==> src/rtl/soifs_pkg.sv <==
// ----------------------------------------------------------------------------
// soifs_pkg
// Shared widths, codes, keyword tables and state types of the SOIF scanner.
// ----------------------------------------------------------------------------
package soifs_pkg;

    localparam int OFFSET_BITS   = 20;
    localparam int NAME_LEN_BITS = 7;
    localparam int STATUS_BITS   = 3;
    localparam int KW_COUNT      = 4;
    localparam int KW_IDX_BITS   = 4;
    localparam int KW_TEXT_BITS  = 72;

    localparam logic [NAME_LEN_BITS-1:0] MAX_NAME_CHARS = 7'd127;
    localparam logic [KW_IDX_BITS-1:0]   KW_IDX_MAX     = 4'd15;

    // Characters of interest
    localparam logic [7:0] CH_NUL    = 8'h00;
    localparam logic [7:0] CH_TAB    = 8'h09;
    localparam logic [7:0] CH_LF     = 8'h0A;
    localparam logic [7:0] CH_CR     = 8'h0D;
    localparam logic [7:0] CH_SPACE  = 8'h20;
    localparam logic [7:0] CH_ZERO   = 8'h30;
    localparam logic [7:0] CH_NINE   = 8'h39;
    localparam logic [7:0] CH_COLON  = 8'h3A;
    localparam logic [7:0] CH_AT     = 8'h40;
    localparam logic [7:0] CH_LBRACE = 8'h7B;
    localparam logic [7:0] CH_RBRACE = 8'h7D;

    // Keyword index of the URL line; the others skip the record
    localparam logic [1:0] KW_FILE = 2'd0;

    // Keywords, right-justified in the text word
    localparam logic [KW_TEXT_BITS-1:0] KW_TEXT [KW_COUNT] = '{
        KW_TEXT_BITS'("@FILE { "),
        KW_TEXT_BITS'("@DELETE "),
        KW_TEXT_BITS'("@REFRESH "),
        KW_TEXT_BITS'("@UPDATE")
    };
    localparam logic [KW_IDX_BITS-1:0] KW_LEN [KW_COUNT] = '{4'd8, 4'd8, 4'd9, 4'd7};

    typedef enum logic [3:0] {
        PH_SKIP    = 4'd0,
        PH_NAME    = 4'd1,
        PH_SIZE_WS = 4'd2,
        PH_DIGITS  = 4'd3,
        PH_COLON   = 4'd4,
        PH_DELIM   = 4'd5,
        PH_VALUE   = 4'd6,
        PH_NEWLINE = 4'd7,
        PH_URL     = 4'd8,
        PH_KWONLY  = 4'd9
    } t_phase;

    typedef enum logic [STATUS_BITS-1:0] {
        ST_ATTR      = 3'd0,
        ST_CLOSED    = 3'd1,
        ST_SKIPPED   = 3'd2,
        ST_BAD_START = 3'd3,
        ST_SPACE     = 3'd4,
        ST_BAD_TOKEN = 3'd5,
        ST_NO_NL     = 3'd6,
        ST_RAN_OUT   = 3'd7
    } t_status;

    typedef struct packed {
        t_phase                   phase;
        logic [OFFSET_BITS-1:0]   byte_offset;
        logic [KW_IDX_BITS-1:0]   kw_index;
        logic [KW_COUNT-1:0]      kw_cand;
        logic [OFFSET_BITS-1:0]   name_start;
        logic [NAME_LEN_BITS-1:0] name_length;
        logic [OFFSET_BITS-1:0]   size_acc;
        logic [OFFSET_BITS-1:0]   value_start;
        logic [OFFSET_BITS-1:0]   bytes_left;
        logic                     stopped;
        logic                     brace_first;
    } t_scan_state;

    typedef struct packed {
        t_status                  status;
        logic                     is_url;
        logic [OFFSET_BITS-1:0]   name_start;
        logic [NAME_LEN_BITS-1:0] name_length;
        logic [OFFSET_BITS-1:0]   value_start;
        logic [OFFSET_BITS-1:0]   value_end;
        logic                     final_res;
    } t_scan_result;

    localparam t_scan_state SCAN_RESET = '{phase: PH_SKIP, default: '0};

    // Whitespace: space, tab, newline, vertical tab, form feed, carriage return
    function automatic logic is_ws(input logic [7:0] c);
        return (c == CH_SPACE) || ((c >= CH_TAB) && (c <= CH_CR));
    endfunction

    function automatic logic is_name_char(input logic [7:0] c);
        return (c != CH_NUL) && (c != CH_LBRACE) && (c != CH_COLON) &&
               (c != CH_LF) && (c != CH_SPACE) && (c != CH_TAB);
    endfunction

    // True when keyword k can no longer match with byte c at position idx
    function automatic logic kw_miss(input int k, input logic [KW_IDX_BITS-1:0] idx,
                                     input logic [7:0] c);
        logic [KW_IDX_BITS-1:0] pos;
        logic [7:0]             ch;
        if (idx >= KW_LEN[k]) begin
            return 1'b1;
        end
        pos = KW_LEN[k] - idx - 1'b1;
        ch  = KW_TEXT[k][{pos, 3'b000} +: 8];
        return ch != c;
    endfunction

endpackage

==> src/rtl/soifs_if.sv <==
// ----------------------------------------------------------------------------
// soifs_if
// Request and result channels of the SOIF scanner (valid/ready handshake).
// ----------------------------------------------------------------------------
interface soifs_req_if;
    logic       valid;
    logic       ready;
    logic [7:0] data_byte;
    logic       end_of_record;

    modport source (output valid, output data_byte, output end_of_record, input ready);
    modport sink   (input valid, input data_byte, input end_of_record, output ready);
endinterface

interface soifs_res_if;
    logic                                 valid;
    logic                                 ready;
    logic [soifs_pkg::STATUS_BITS-1:0]    status;
    logic                                 is_url;
    logic [soifs_pkg::OFFSET_BITS-1:0]    name_start;
    logic [soifs_pkg::NAME_LEN_BITS-1:0]  name_length;
    logic [soifs_pkg::OFFSET_BITS-1:0]    value_start;
    logic [soifs_pkg::OFFSET_BITS-1:0]    value_end;
    logic                                 final_res;

    modport source (output valid, output status, output is_url, output name_start,
                    output name_length, output value_start, output value_end,
                    output final_res, input ready);
    modport sink   (input valid, input status, input is_url, input name_start,
                    input name_length, input value_start, input value_end,
                    input final_res, output ready);
endinterface

==> src/rtl/soifs_feed.sv <==
// ----------------------------------------------------------------------------
// soifs_feed
// One byte step of the scanner: next state and at most one result.
// ----------------------------------------------------------------------------
module soifs_feed (
    input  soifs_pkg::t_scan_state  i_state,
    input  logic [7:0]              i_byte,
    output soifs_pkg::t_scan_state  o_state,
    output logic                    o_res_valid,
    output soifs_pkg::t_scan_result o_res
);
    import soifs_pkg::*;

    localparam int WIDE_BITS = OFFSET_BITS + 4;
    localparam logic [WIDE_BITS-1:0] SIZE_MAX = {4'b0000, {OFFSET_BITS{1'b1}}};

    logic [KW_COUNT-1:0]    kw_cand_n;
    logic [KW_IDX_BITS-1:0] kw_idx_n;
    logic                   kw_done;
    logic [1:0]             kw_hit;
    logic [WIDE_BITS-1:0]   size_wide;
    logic [OFFSET_BITS-1:0] size_n;
    logic [OFFSET_BITS-1:0] bytes_n;
    logic                   is_digit;
    logic                   do_bad;
    logic                   do_err;
    t_status                err_status;

    // Keyword match advance
    always_comb begin
        kw_done = 1'b0;
        kw_hit  = '0;
        for (int k = 0; k < KW_COUNT; k++) begin
            kw_cand_n[k] = i_state.kw_cand[k] && !kw_miss(k, i_state.kw_index, i_byte);
        end
        for (int k = KW_COUNT - 1; k >= 0; k--) begin
            if (kw_cand_n[k] &&
                ({1'b0, i_state.kw_index} + 1'b1) == {1'b0, KW_LEN[k]}) begin
                kw_done = 1'b1;
                kw_hit  = 2'(k);
            end
        end
        kw_idx_n = (i_state.kw_index == KW_IDX_MAX) ? KW_IDX_MAX
                                                    : i_state.kw_index + 1'b1;
    end

    // Decimal size: acc * 10 + digit, saturating
    assign is_digit  = (i_byte >= CH_ZERO) && (i_byte <= CH_NINE);
    assign size_wide = {1'b0, i_state.size_acc, 3'b000}
                       + {3'b000, i_state.size_acc, 1'b0}
                       + {{(WIDE_BITS-8){1'b0}}, i_byte - CH_ZERO};
    assign size_n    = (size_wide > SIZE_MAX) ? {OFFSET_BITS{1'b1}}
                                              : size_wide[OFFSET_BITS-1:0];

    assign bytes_n = (i_state.bytes_left != '0) ? i_state.bytes_left - 1'b1
                                                : i_state.bytes_left;

    // Phase step
    always_comb begin
        o_state             = i_state;
        o_state.byte_offset = i_state.byte_offset + 1'b1;
        o_res_valid         = 1'b0;
        o_res               = '0;
        do_bad              = 1'b0;
        do_err              = 1'b0;
        err_status          = ST_BAD_TOKEN;

        if (!i_state.stopped) begin
            unique case (i_state.phase) inside
                PH_SKIP: begin
                    if (i_byte == CH_NUL) begin
                        o_state.stopped = 1'b1;
                    end else if (!is_ws(i_byte)) begin
                        o_state.name_start  = i_state.byte_offset;
                        o_state.name_length = '0;
                        o_state.brace_first = (i_byte == CH_RBRACE);
                        o_state.kw_cand     = (i_byte == CH_AT) ? '1 : '0;
                        o_state.kw_index    = KW_IDX_BITS'(1);
                        if (is_name_char(i_byte)) begin
                            o_state.name_length = NAME_LEN_BITS'(1);
                            o_state.phase       = PH_NAME;
                        end else begin
                            do_bad = 1'b1;
                        end
                    end
                end
                PH_NAME, PH_KWONLY: begin
                    if (i_state.kw_cand != '0) begin
                        o_state.kw_cand  = kw_cand_n;
                        o_state.kw_index = kw_idx_n;
                    end
                    if (i_state.kw_cand != '0 && kw_done && kw_hit == KW_FILE) begin
                        o_state.kw_cand     = '0;
                        o_state.value_start = i_state.byte_offset + 1'b1;
                        o_state.phase       = PH_URL;
                    end else if (i_state.kw_cand != '0 && kw_done) begin
                        do_err     = 1'b1;
                        err_status = ST_SKIPPED;
                    end else if (i_state.phase == PH_KWONLY) begin
                        do_bad = (o_state.kw_cand == '0);
                    end else if (is_name_char(i_byte) &&
                                 i_state.name_length < MAX_NAME_CHARS) begin
                        o_state.name_length = i_state.name_length + 1'b1;
                    end else if (i_byte == CH_LBRACE) begin
                        o_state.size_acc = '0;
                        o_state.phase    = PH_SIZE_WS;
                    end else if (o_state.kw_cand != '0) begin
                        o_state.phase = PH_KWONLY;
                    end else begin
                        do_bad = 1'b1;
                    end
                end
                PH_SIZE_WS, PH_DIGITS: begin
                    if (i_state.phase == PH_SIZE_WS && is_ws(i_byte)) begin
                        o_state.phase = PH_SIZE_WS;
                    end else if (is_digit) begin
                        o_state.size_acc = size_n;
                        o_state.phase    = PH_DIGITS;
                    end else if (i_state.phase == PH_DIGITS && i_byte == CH_RBRACE) begin
                        o_state.phase = PH_COLON;
                    end else begin
                        do_bad = 1'b1;
                    end
                end
                PH_COLON: begin
                    if (i_byte == CH_COLON) begin
                        o_state.phase = PH_DELIM;
                    end else begin
                        do_bad = 1'b1;
                    end
                end
                PH_DELIM: begin
                    if (i_byte == CH_TAB) begin
                        o_state.value_start = i_state.byte_offset + 1'b1;
                        o_state.bytes_left  = i_state.size_acc;
                        o_state.phase = (i_state.size_acc != '0) ? PH_VALUE : PH_NEWLINE;
                    end else if (i_byte == CH_SPACE) begin
                        do_err     = 1'b1;
                        err_status = ST_SPACE;
                    end else begin
                        do_bad = 1'b1;
                    end
                end
                PH_VALUE: begin
                    o_state.bytes_left = bytes_n;
                    if (bytes_n == '0) begin
                        o_state.phase = PH_NEWLINE;
                    end
                end
                PH_NEWLINE, PH_URL: begin
                    if (i_byte == CH_LF) begin
                        o_state.phase     = PH_SKIP;
                        o_res_valid       = 1'b1;
                        o_res.status      = ST_ATTR;
                        o_res.is_url      = (i_state.phase == PH_URL);
                        o_res.name_start  = i_state.name_start;
                        o_res.name_length = (i_state.phase == PH_URL) ? '0
                                                                      : i_state.name_length;
                        o_res.value_start = i_state.value_start;
                        o_res.value_end   = i_state.byte_offset - 1'b1;
                    end else if (i_state.phase == PH_NEWLINE) begin
                        do_err     = 1'b1;
                        err_status = ST_NO_NL;
                    end else if (i_byte == CH_NUL) begin
                        do_err     = 1'b1;
                        err_status = ST_BAD_START;
                    end
                end
                default: begin
                    o_state.phase = PH_SKIP;
                end
            endcase
        end

        // Bad token reports a brace close when the item began with a brace
        if (do_bad) begin
            do_err     = 1'b1;
            err_status = o_state.brace_first ? ST_CLOSED : ST_BAD_TOKEN;
        end
        if (do_err) begin
            o_state.stopped = 1'b1;
            o_res_valid     = 1'b1;
            o_res           = '0;
            o_res.status    = err_status;
            o_res.final_res = 1'b1;
        end
    end

endmodule

==> src/rtl/soif_attribute_scanner_core.sv <==
// A completing byte's result is registered into r_main, or into r_skid while r_main waits.
// Throughput: one byte per cycle while the skid entry is empty; the record-end byte runs
// two byte steps in the same state-update path (the byte itself, then an implied NUL).
// A two-entry output buffer keeps input flowing while one result waits.
// Reset (synchronous, active low) returns the scanner to whitespace skipping at offset 0
// and empties the output buffer.
// ----------------------------------------------------------------------------
// soif_attribute_scanner_core
// Scans SOIF record text byte by byte and reports attribute name and value spans.
// ----------------------------------------------------------------------------
module soif_attribute_scanner_core (
    input  logic        i_clk,
    input  logic        i_rst_n,
    soifs_req_if.sink   i_req,
    soifs_res_if.source o_res
);
    import soifs_pkg::*;

    t_scan_state  r_state;
    t_scan_state  n_state;
    t_scan_state  f1_state;
    t_scan_state  f2_state;
    t_scan_result f1_res;
    t_scan_result f2_res;
    t_scan_result new_res;
    t_scan_result r_main;
    t_scan_result r_skid;
    logic         f1_valid;
    logic         f2_valid;
    logic         new_valid;
    logic         r_main_valid;
    logic         r_skid_valid;
    logic         accept;
    logic         push;
    logic         pop;

    // Step for the incoming byte
    soifs_feed u_feed_byte (
        .i_state     (r_state),
        .i_byte      (i_req.data_byte),
        .o_state     (f1_state),
        .o_res_valid (f1_valid),
        .o_res       (f1_res)
    );

    // Implied NUL after the last byte of a record
    soifs_feed u_feed_end (
        .i_state     (f1_state),
        .i_byte      (CH_NUL),
        .o_state     (f2_state),
        .o_res_valid (f2_valid),
        .o_res       (f2_res)
    );

    // Result of this request: byte step first, then record-end handling
    always_comb begin
        new_valid = f1_valid;
        new_res   = f1_res;
        n_state   = f1_state;
        if (i_req.end_of_record) begin
            n_state = SCAN_RESET;
            if (!f1_valid && !f1_state.stopped) begin
                if (f1_state.phase == PH_VALUE) begin
                    new_valid           = 1'b1;
                    new_res             = '0;
                    new_res.status      = f1_state.brace_first ? ST_CLOSED : ST_RAN_OUT;
                    new_res.final_res   = 1'b1;
                end else begin
                    new_valid = f2_valid;
                    new_res   = f2_res;
                end
            end
        end
    end

    assign accept      = i_req.valid && i_req.ready;
    assign push        = accept && new_valid;
    assign pop         = r_main_valid && o_res.ready;
    assign i_req.ready = !r_skid_valid;

    // Scanner state
    always_ff @(posedge i_clk) begin
        if (!i_rst_n) begin
            r_state <= SCAN_RESET;
        end else if (accept) begin
            r_state <= n_state;
        end
    end

    // Output register with skid entry
    always_ff @(posedge i_clk) begin
        if (!i_rst_n) begin
            r_main_valid <= 1'b0;
            r_skid_valid <= 1'b0;
        end else if (pop) begin
            if (r_skid_valid) begin
                r_main_valid <= 1'b1;
                r_skid_valid <= 1'b0;
            end else begin
                r_main_valid <= push;
            end
        end else if (!r_main_valid) begin
            r_main_valid <= push;
        end else if (push) begin
            r_skid_valid <= 1'b1;
        end
    end

    always_ff @(posedge i_clk) begin
        if (pop && r_skid_valid) begin
            r_main <= r_skid;
        end else if (push && (pop || !r_main_valid)) begin
            r_main <= new_res;
        end
        if (push && r_main_valid && !pop) begin
            r_skid <= new_res;
        end
    end

    assign o_res.valid       = r_main_valid;
    assign o_res.status      = r_main.status;
    assign o_res.is_url      = r_main.is_url;
    assign o_res.name_start  = r_main.name_start;
    assign o_res.name_length = r_main.name_length;
    assign o_res.value_start = r_main.value_start;
    assign o_res.value_end   = r_main.value_end;
    assign o_res.final_res   = r_main.final_res;

endmodule

==> src/flat_wrapper.sv <==
// flat-port wrapper written by rule: the top's interface ports become plain ports
module soif_attribute_scanner_core_flat import soifs_pkg::*;
  (i_clk, i_rst_n, i_req_valid, i_req_data_byte, i_req_end_of_record, i_req_ready, o_res_valid, o_res_status, o_res_is_url, o_res_name_start, o_res_name_length, o_res_value_start, o_res_value_end, o_res_final_res, o_res_ready);
  soifs_req_if i_req_i ();
  soifs_res_if o_res_i ();
  input  logic i_clk;
  input  logic i_rst_n;
  input wire logic [$bits(i_req_i.valid)-1:0] i_req_valid;
  input wire logic [$bits(i_req_i.data_byte)-1:0] i_req_data_byte;
  input wire logic [$bits(i_req_i.end_of_record)-1:0] i_req_end_of_record;
  output wire logic [$bits(i_req_i.ready)-1:0] i_req_ready;
  output wire logic [$bits(o_res_i.valid)-1:0] o_res_valid;
  output wire logic [$bits(o_res_i.status)-1:0] o_res_status;
  output wire logic [$bits(o_res_i.is_url)-1:0] o_res_is_url;
  output wire logic [$bits(o_res_i.name_start)-1:0] o_res_name_start;
  output wire logic [$bits(o_res_i.name_length)-1:0] o_res_name_length;
  output wire logic [$bits(o_res_i.value_start)-1:0] o_res_value_start;
  output wire logic [$bits(o_res_i.value_end)-1:0] o_res_value_end;
  output wire logic [$bits(o_res_i.final_res)-1:0] o_res_final_res;
  input wire logic [$bits(o_res_i.ready)-1:0] o_res_ready;
  assign i_req_i.valid = i_req_valid;
  assign i_req_i.data_byte = i_req_data_byte;
  assign i_req_i.end_of_record = i_req_end_of_record;
  assign i_req_ready = i_req_i.ready;
  assign o_res_valid = o_res_i.valid;
  assign o_res_status = o_res_i.status;
  assign o_res_is_url = o_res_i.is_url;
  assign o_res_name_start = o_res_i.name_start;
  assign o_res_name_length = o_res_i.name_length;
  assign o_res_value_start = o_res_i.value_start;
  assign o_res_value_end = o_res_i.value_end;
  assign o_res_final_res = o_res_i.final_res;
  assign o_res_i.ready = o_res_ready;
  soif_attribute_scanner_core u_core (.i_clk(i_clk), .i_rst_n(i_rst_n), .i_req(i_req_i), .o_res(o_res_i));
endmodule
==> config.mk <==
export PLATFORM = sky130hd
export DESIGN_NAME = soif_attribute_scanner_core_flat
export DESIGN_NICKNAME = d
export VERILOG_FILES = /design/src/rtl/soifs_pkg.sv /design/src/rtl/soifs_if.sv /design/src/rtl/soifs_feed.sv /design/src/rtl/soif_attribute_scanner_core.sv /design/src/flat_wrapper.sv
export SDC_FILE = /design/constraint.sdc
export NUM_CORES = 1
export LEC_CHECK = 0
export BUFFER_PORTS_ARGS = -buffer_cell sky130_fd_sc_hd__buf_2
export CAP_MARGIN = 20
export CORE_MARGIN = 5
export CORE_UTILIZATION = 35
export CTS_CLUSTER_DIAMETER = 120
export CTS_CLUSTER_SIZE = 20
export DETAILED_ROUTE_END_ITERATION = 6
export PLACE_DENSITY_LB_ADDON = 0.15
export SETUP_SLACK_MARGIN = 0.05
export SLEW_MARGIN = 20
export SYNTH_ARGS = -nofsm -noshare
export SYNTH_HDL_FRONTEND = slang
export SYNTH_SLANG_ARGS = --single-unit
==> constraint.sdc <==
create_clock -name i_clk -period 10.6 [get_ports i_clk]
set_clock_uncertainty 0.2 [all_clocks]
set_input_delay 0.53 -clock i_clk [delete_from_list [all_inputs] [get_ports i_clk]]
set_output_delay 0.53 -clock i_clk [all_outputs]
set_load 0.05 [all_outputs]
==> impl_results.md <==
- Mux contribution to synthesized area: 4.411%
- Dpl ws: 3.957 ns
- Ys flop type: edfxtp_1
- Seq cells post-synth: 267
- Die area: 51,280 sq um
- Core area: 46,460 sq um
- Slew headroom: 30.16%
- Max Slew Vio Count: 0
- Achievable frequency: 0.1765 GHz
- Clock root buffer: clkbuf_16
- Area grow syn2layout: 7.760%
- TritonCTS clock tree: built
- Commonest cells after routing, fill and taps aside: 162 x nand2_1, 144 x edfxtp_1, 123 x dfxtp_1
- Vias in the first global route: 12,348
- Status: finished, final reports clean
- WP data required: 10.53 ns
- Post-DR vias/cell: 5.454
- Num ports: 87
- Area leader, netlist: edfxtp_1
- Total GRT Usage: 16.63%
- Initial antenna violation count: 0
- Clk pwr share: 32.8%
- CTS HTree Levels: 1
- Final net count: 1,811
- Final setup fails: 0
- Slowest CP cell: buf_4
- Worst Hold Launch: i_req_valid
- Via count: 12,805
- Post-synth EDFFs: 144
- Peak supply drop: 97.65 uV
- Cell variety after synth: 100
- Setup Crit Path Kind: reg2reg
- Detailed Route WL: 43,760 um
- Largest family of logic cells by synthesized area: simple AND/OR/NAND/NOR gates
- # rows: 79
- Seq/Total Area, Yosys: 41.39%
- Post-synth net total: 1,820
- Sequential Power Share: 55.7%
- Leakage power: 6.556 nW
- Final hold vios: 0
- Worst Setup End Kind: register
- Hold Path Cell Cnt: 3
- Worst slew pin tran: 1.045 ns
- Post-CTS Setup Inserts: 0
- Area share of the leading cell type in the synthesized netlist: 26.37%
- CP arrival: 5.60 ns
- Port Buf Inserts: 86
- Sum of negative setup slack: 0 ns
- Part of the power in combinational logic: 11.5%
- Post-detail-place hpwl: 31,320 um
- Final min period: 5.666 ns
- Mapped Area: 16,400 sq um
- CP Launch Point: u_core.r_state[93]
- Clk pin slew, worst setup/hold paths: 0.09 ns
- Post-Synth XOR/XNOR Area: 3.899%
- WHS Endpoint: u_core.r_skid_valid
- Reg2Reg Depth: 15
- First-pass GRT wire length: 70,170 um
- Die height: 226.4 um
- RSZ-0062 raised after global routing: no
- Critical Path Max Stage Delay: 0.72 ns
- Inserted Clock Buffers: 17
- Critical path fanouts, max: 72
- WL/cell: 18.64 um
- Hold Crit Class: in2reg
- # diodes: 0
- Reg2Reg Setup Slack: 4.93 ns
- Clk sink count: 267
- Avg Cell Area, Syn: 9.429 sq um
- Clk_lat worst skew: 0.51 ns
- First drt pass iteration count: 5
- Max-cap violation count: 0
- Hold buffers post-CTS: 0
- Resized Gates After CTS: 0
- Initial core utilization: 35.29%
- CP startpoint kind: register
- Ordered cell list for the critical path: inv_1 > ha_1 > inv_1 > ha_1 > nor3b_1 > or3_1 > a2111oi_0 > a31o_2 > nand3_1 > a31oi_2 > and3_1 > nand2_1 > o21bai_1 > a211oi_4 > buf_4
- Routability-driven placement congestion ratio: 0.8981
- Complex-gate fraction of the synthesized area: 17.18%
- Power Density: 113.4 nW/um^2
- Sw frac: 26.51%
- Switch Pwr: 531.3 uW
- Post-synth ARST share: 0%
- Initial drt markers: 892
- Commonest non-fill, non-tap cell in the layout: nand2_1
- DR DRC count: 0
- # fillers: 4,724
- YS warnings: 0
- Synth top area cells: edfxtp_1 26%, dfxtp_1 15%, ha_1 4.7%
- Internal: 1.473 mW
- Critical path's top delay family: compound AO/OA/AOI/OAI gates
- Worst Path Buf+Inv: 3
- Remaining antenna violation count after routing: 0
- Clock buffer depth: 3
- Final setup margin: 4.934 ns
- Mapped Cells: 1,739
- GR Overflow Total: 0
- Die Wd: 226.4 um
- Post-synthesis simple-gate area fraction: 22.86%
- Reg2Reg Capture Point: u_core.r_skid[34]
- Largest net degree at the start of global routing: 74
- Share of cells above drive strength 1: 12.81%
- Adder-cell share of the synthesized area: 5.464%
- R2R Path Start: u_core.r_state[93]
- Final worst path period share: 53.45%
- Hold_ws: 0.2023 ns
==> cell usage after synthesis (all sizes together) (42+ instances only) <==
library cell,n
nand2,162
edfxtp,144
o21ai,49
and2,52
nor2,110
clkbuf,90
nand3,48
a21oi,85
ha,62
dfxtp,123
and3,44
nor2b,63
mux2,50
buf,42
inv,51
==> registers in the layout (all words and copies together) (netlist names) <==
register	flops
u_core.o_res.name_length	7
u_core.o_res.final_res	1
u_core.o_res.name_start	20
u_core.o_res.valid	1
u_core.o_res.value_end	20
u_core.r_skid	72
u_core.r_state	121
u_core.o_res.is_url	1
u_core.o_res.status	3
u_core.o_res.value_start	20
u_core.r_skid_valid	1
==> metrics by stage <==
step	util [%]	power (mW)	cell area, sq um	std cells
6_report	38.03	2.004	17670	2348
3_3_place_gp	36.95	1.370	17160	2317
2_1_floorplan	-	1.316	16400	1739
3_5_place_dp	36.95	1.371	17160	2317
4_1_cts	38.00	2.039	17660	2347
5_1_grt	38.03	2.096	17670	2348
==> worst min-delay path: stages <==
cell	delay, ns
buf_2	0.14
nand4_1	0.11
o22ai_1	0.07
==> power by group through the flow <==
stage	registers [mW]	logic [mW]	clock network, mW
6_report	1.12	0.230	0.658
2_1_floorplan	1.20	0.120	0
3_5_place_dp	1.14	0.230	0
5_1_grt	1.12	0.249	0.728
3_3_place_gp	1.14	0.229	0
4_1_cts	1.12	0.231	0.691
==> area by class of cell <==
class / instances / area, sq um / area share, %
Inverter: 51 / 191.4 / 1.083
Clock buffer: 28 / 466.7 / 2.641
Sequential cell: 267 / 6787 / 38.41
Clock inverter: 2 / 25.02 / 0.1416
Timing Repair Buffer: 104 / 569.3 / 3.222
Tap cell: 607 / 759.5 / 4.298
Multi-Input combinational cell: 1289 / 8871 / 50.21
==> cells by family (layout without fill, tap and decap cells) <==
logic type      after synthesis  in the layout
flops                       267            267
simple gates                692            692
xor+xnor                     73             73
mux                          66             66
compound gates              390            390
fa+ha+maj                    68             68
buf+inv                     183            185
==> how the worst max path moves through the flow <==
stage	endpoint	slack, ns	cells after the start
final	u_core.r_skid[34]	4.93	15
after global routing	u_core.r_skid[48]	4.50	15
after CTS	u_core.o_res.value_end[16]	4.44	15
after detailed placement	u_core.o_res.value_end[11]	3.96	16
after global placement	u_core.o_res.value_end[11]	4.10	16
after floorplan	u_core.o_res.final_res	0.84	15
==> metal layers <==
layer  share of wire, %  track usage, %
met4                1.5           3.066
met5                  0               0
met3                3.9           1.838
met2                 48           28.34
met1                 47           23.18
Power figures use the tool's default switching activity.
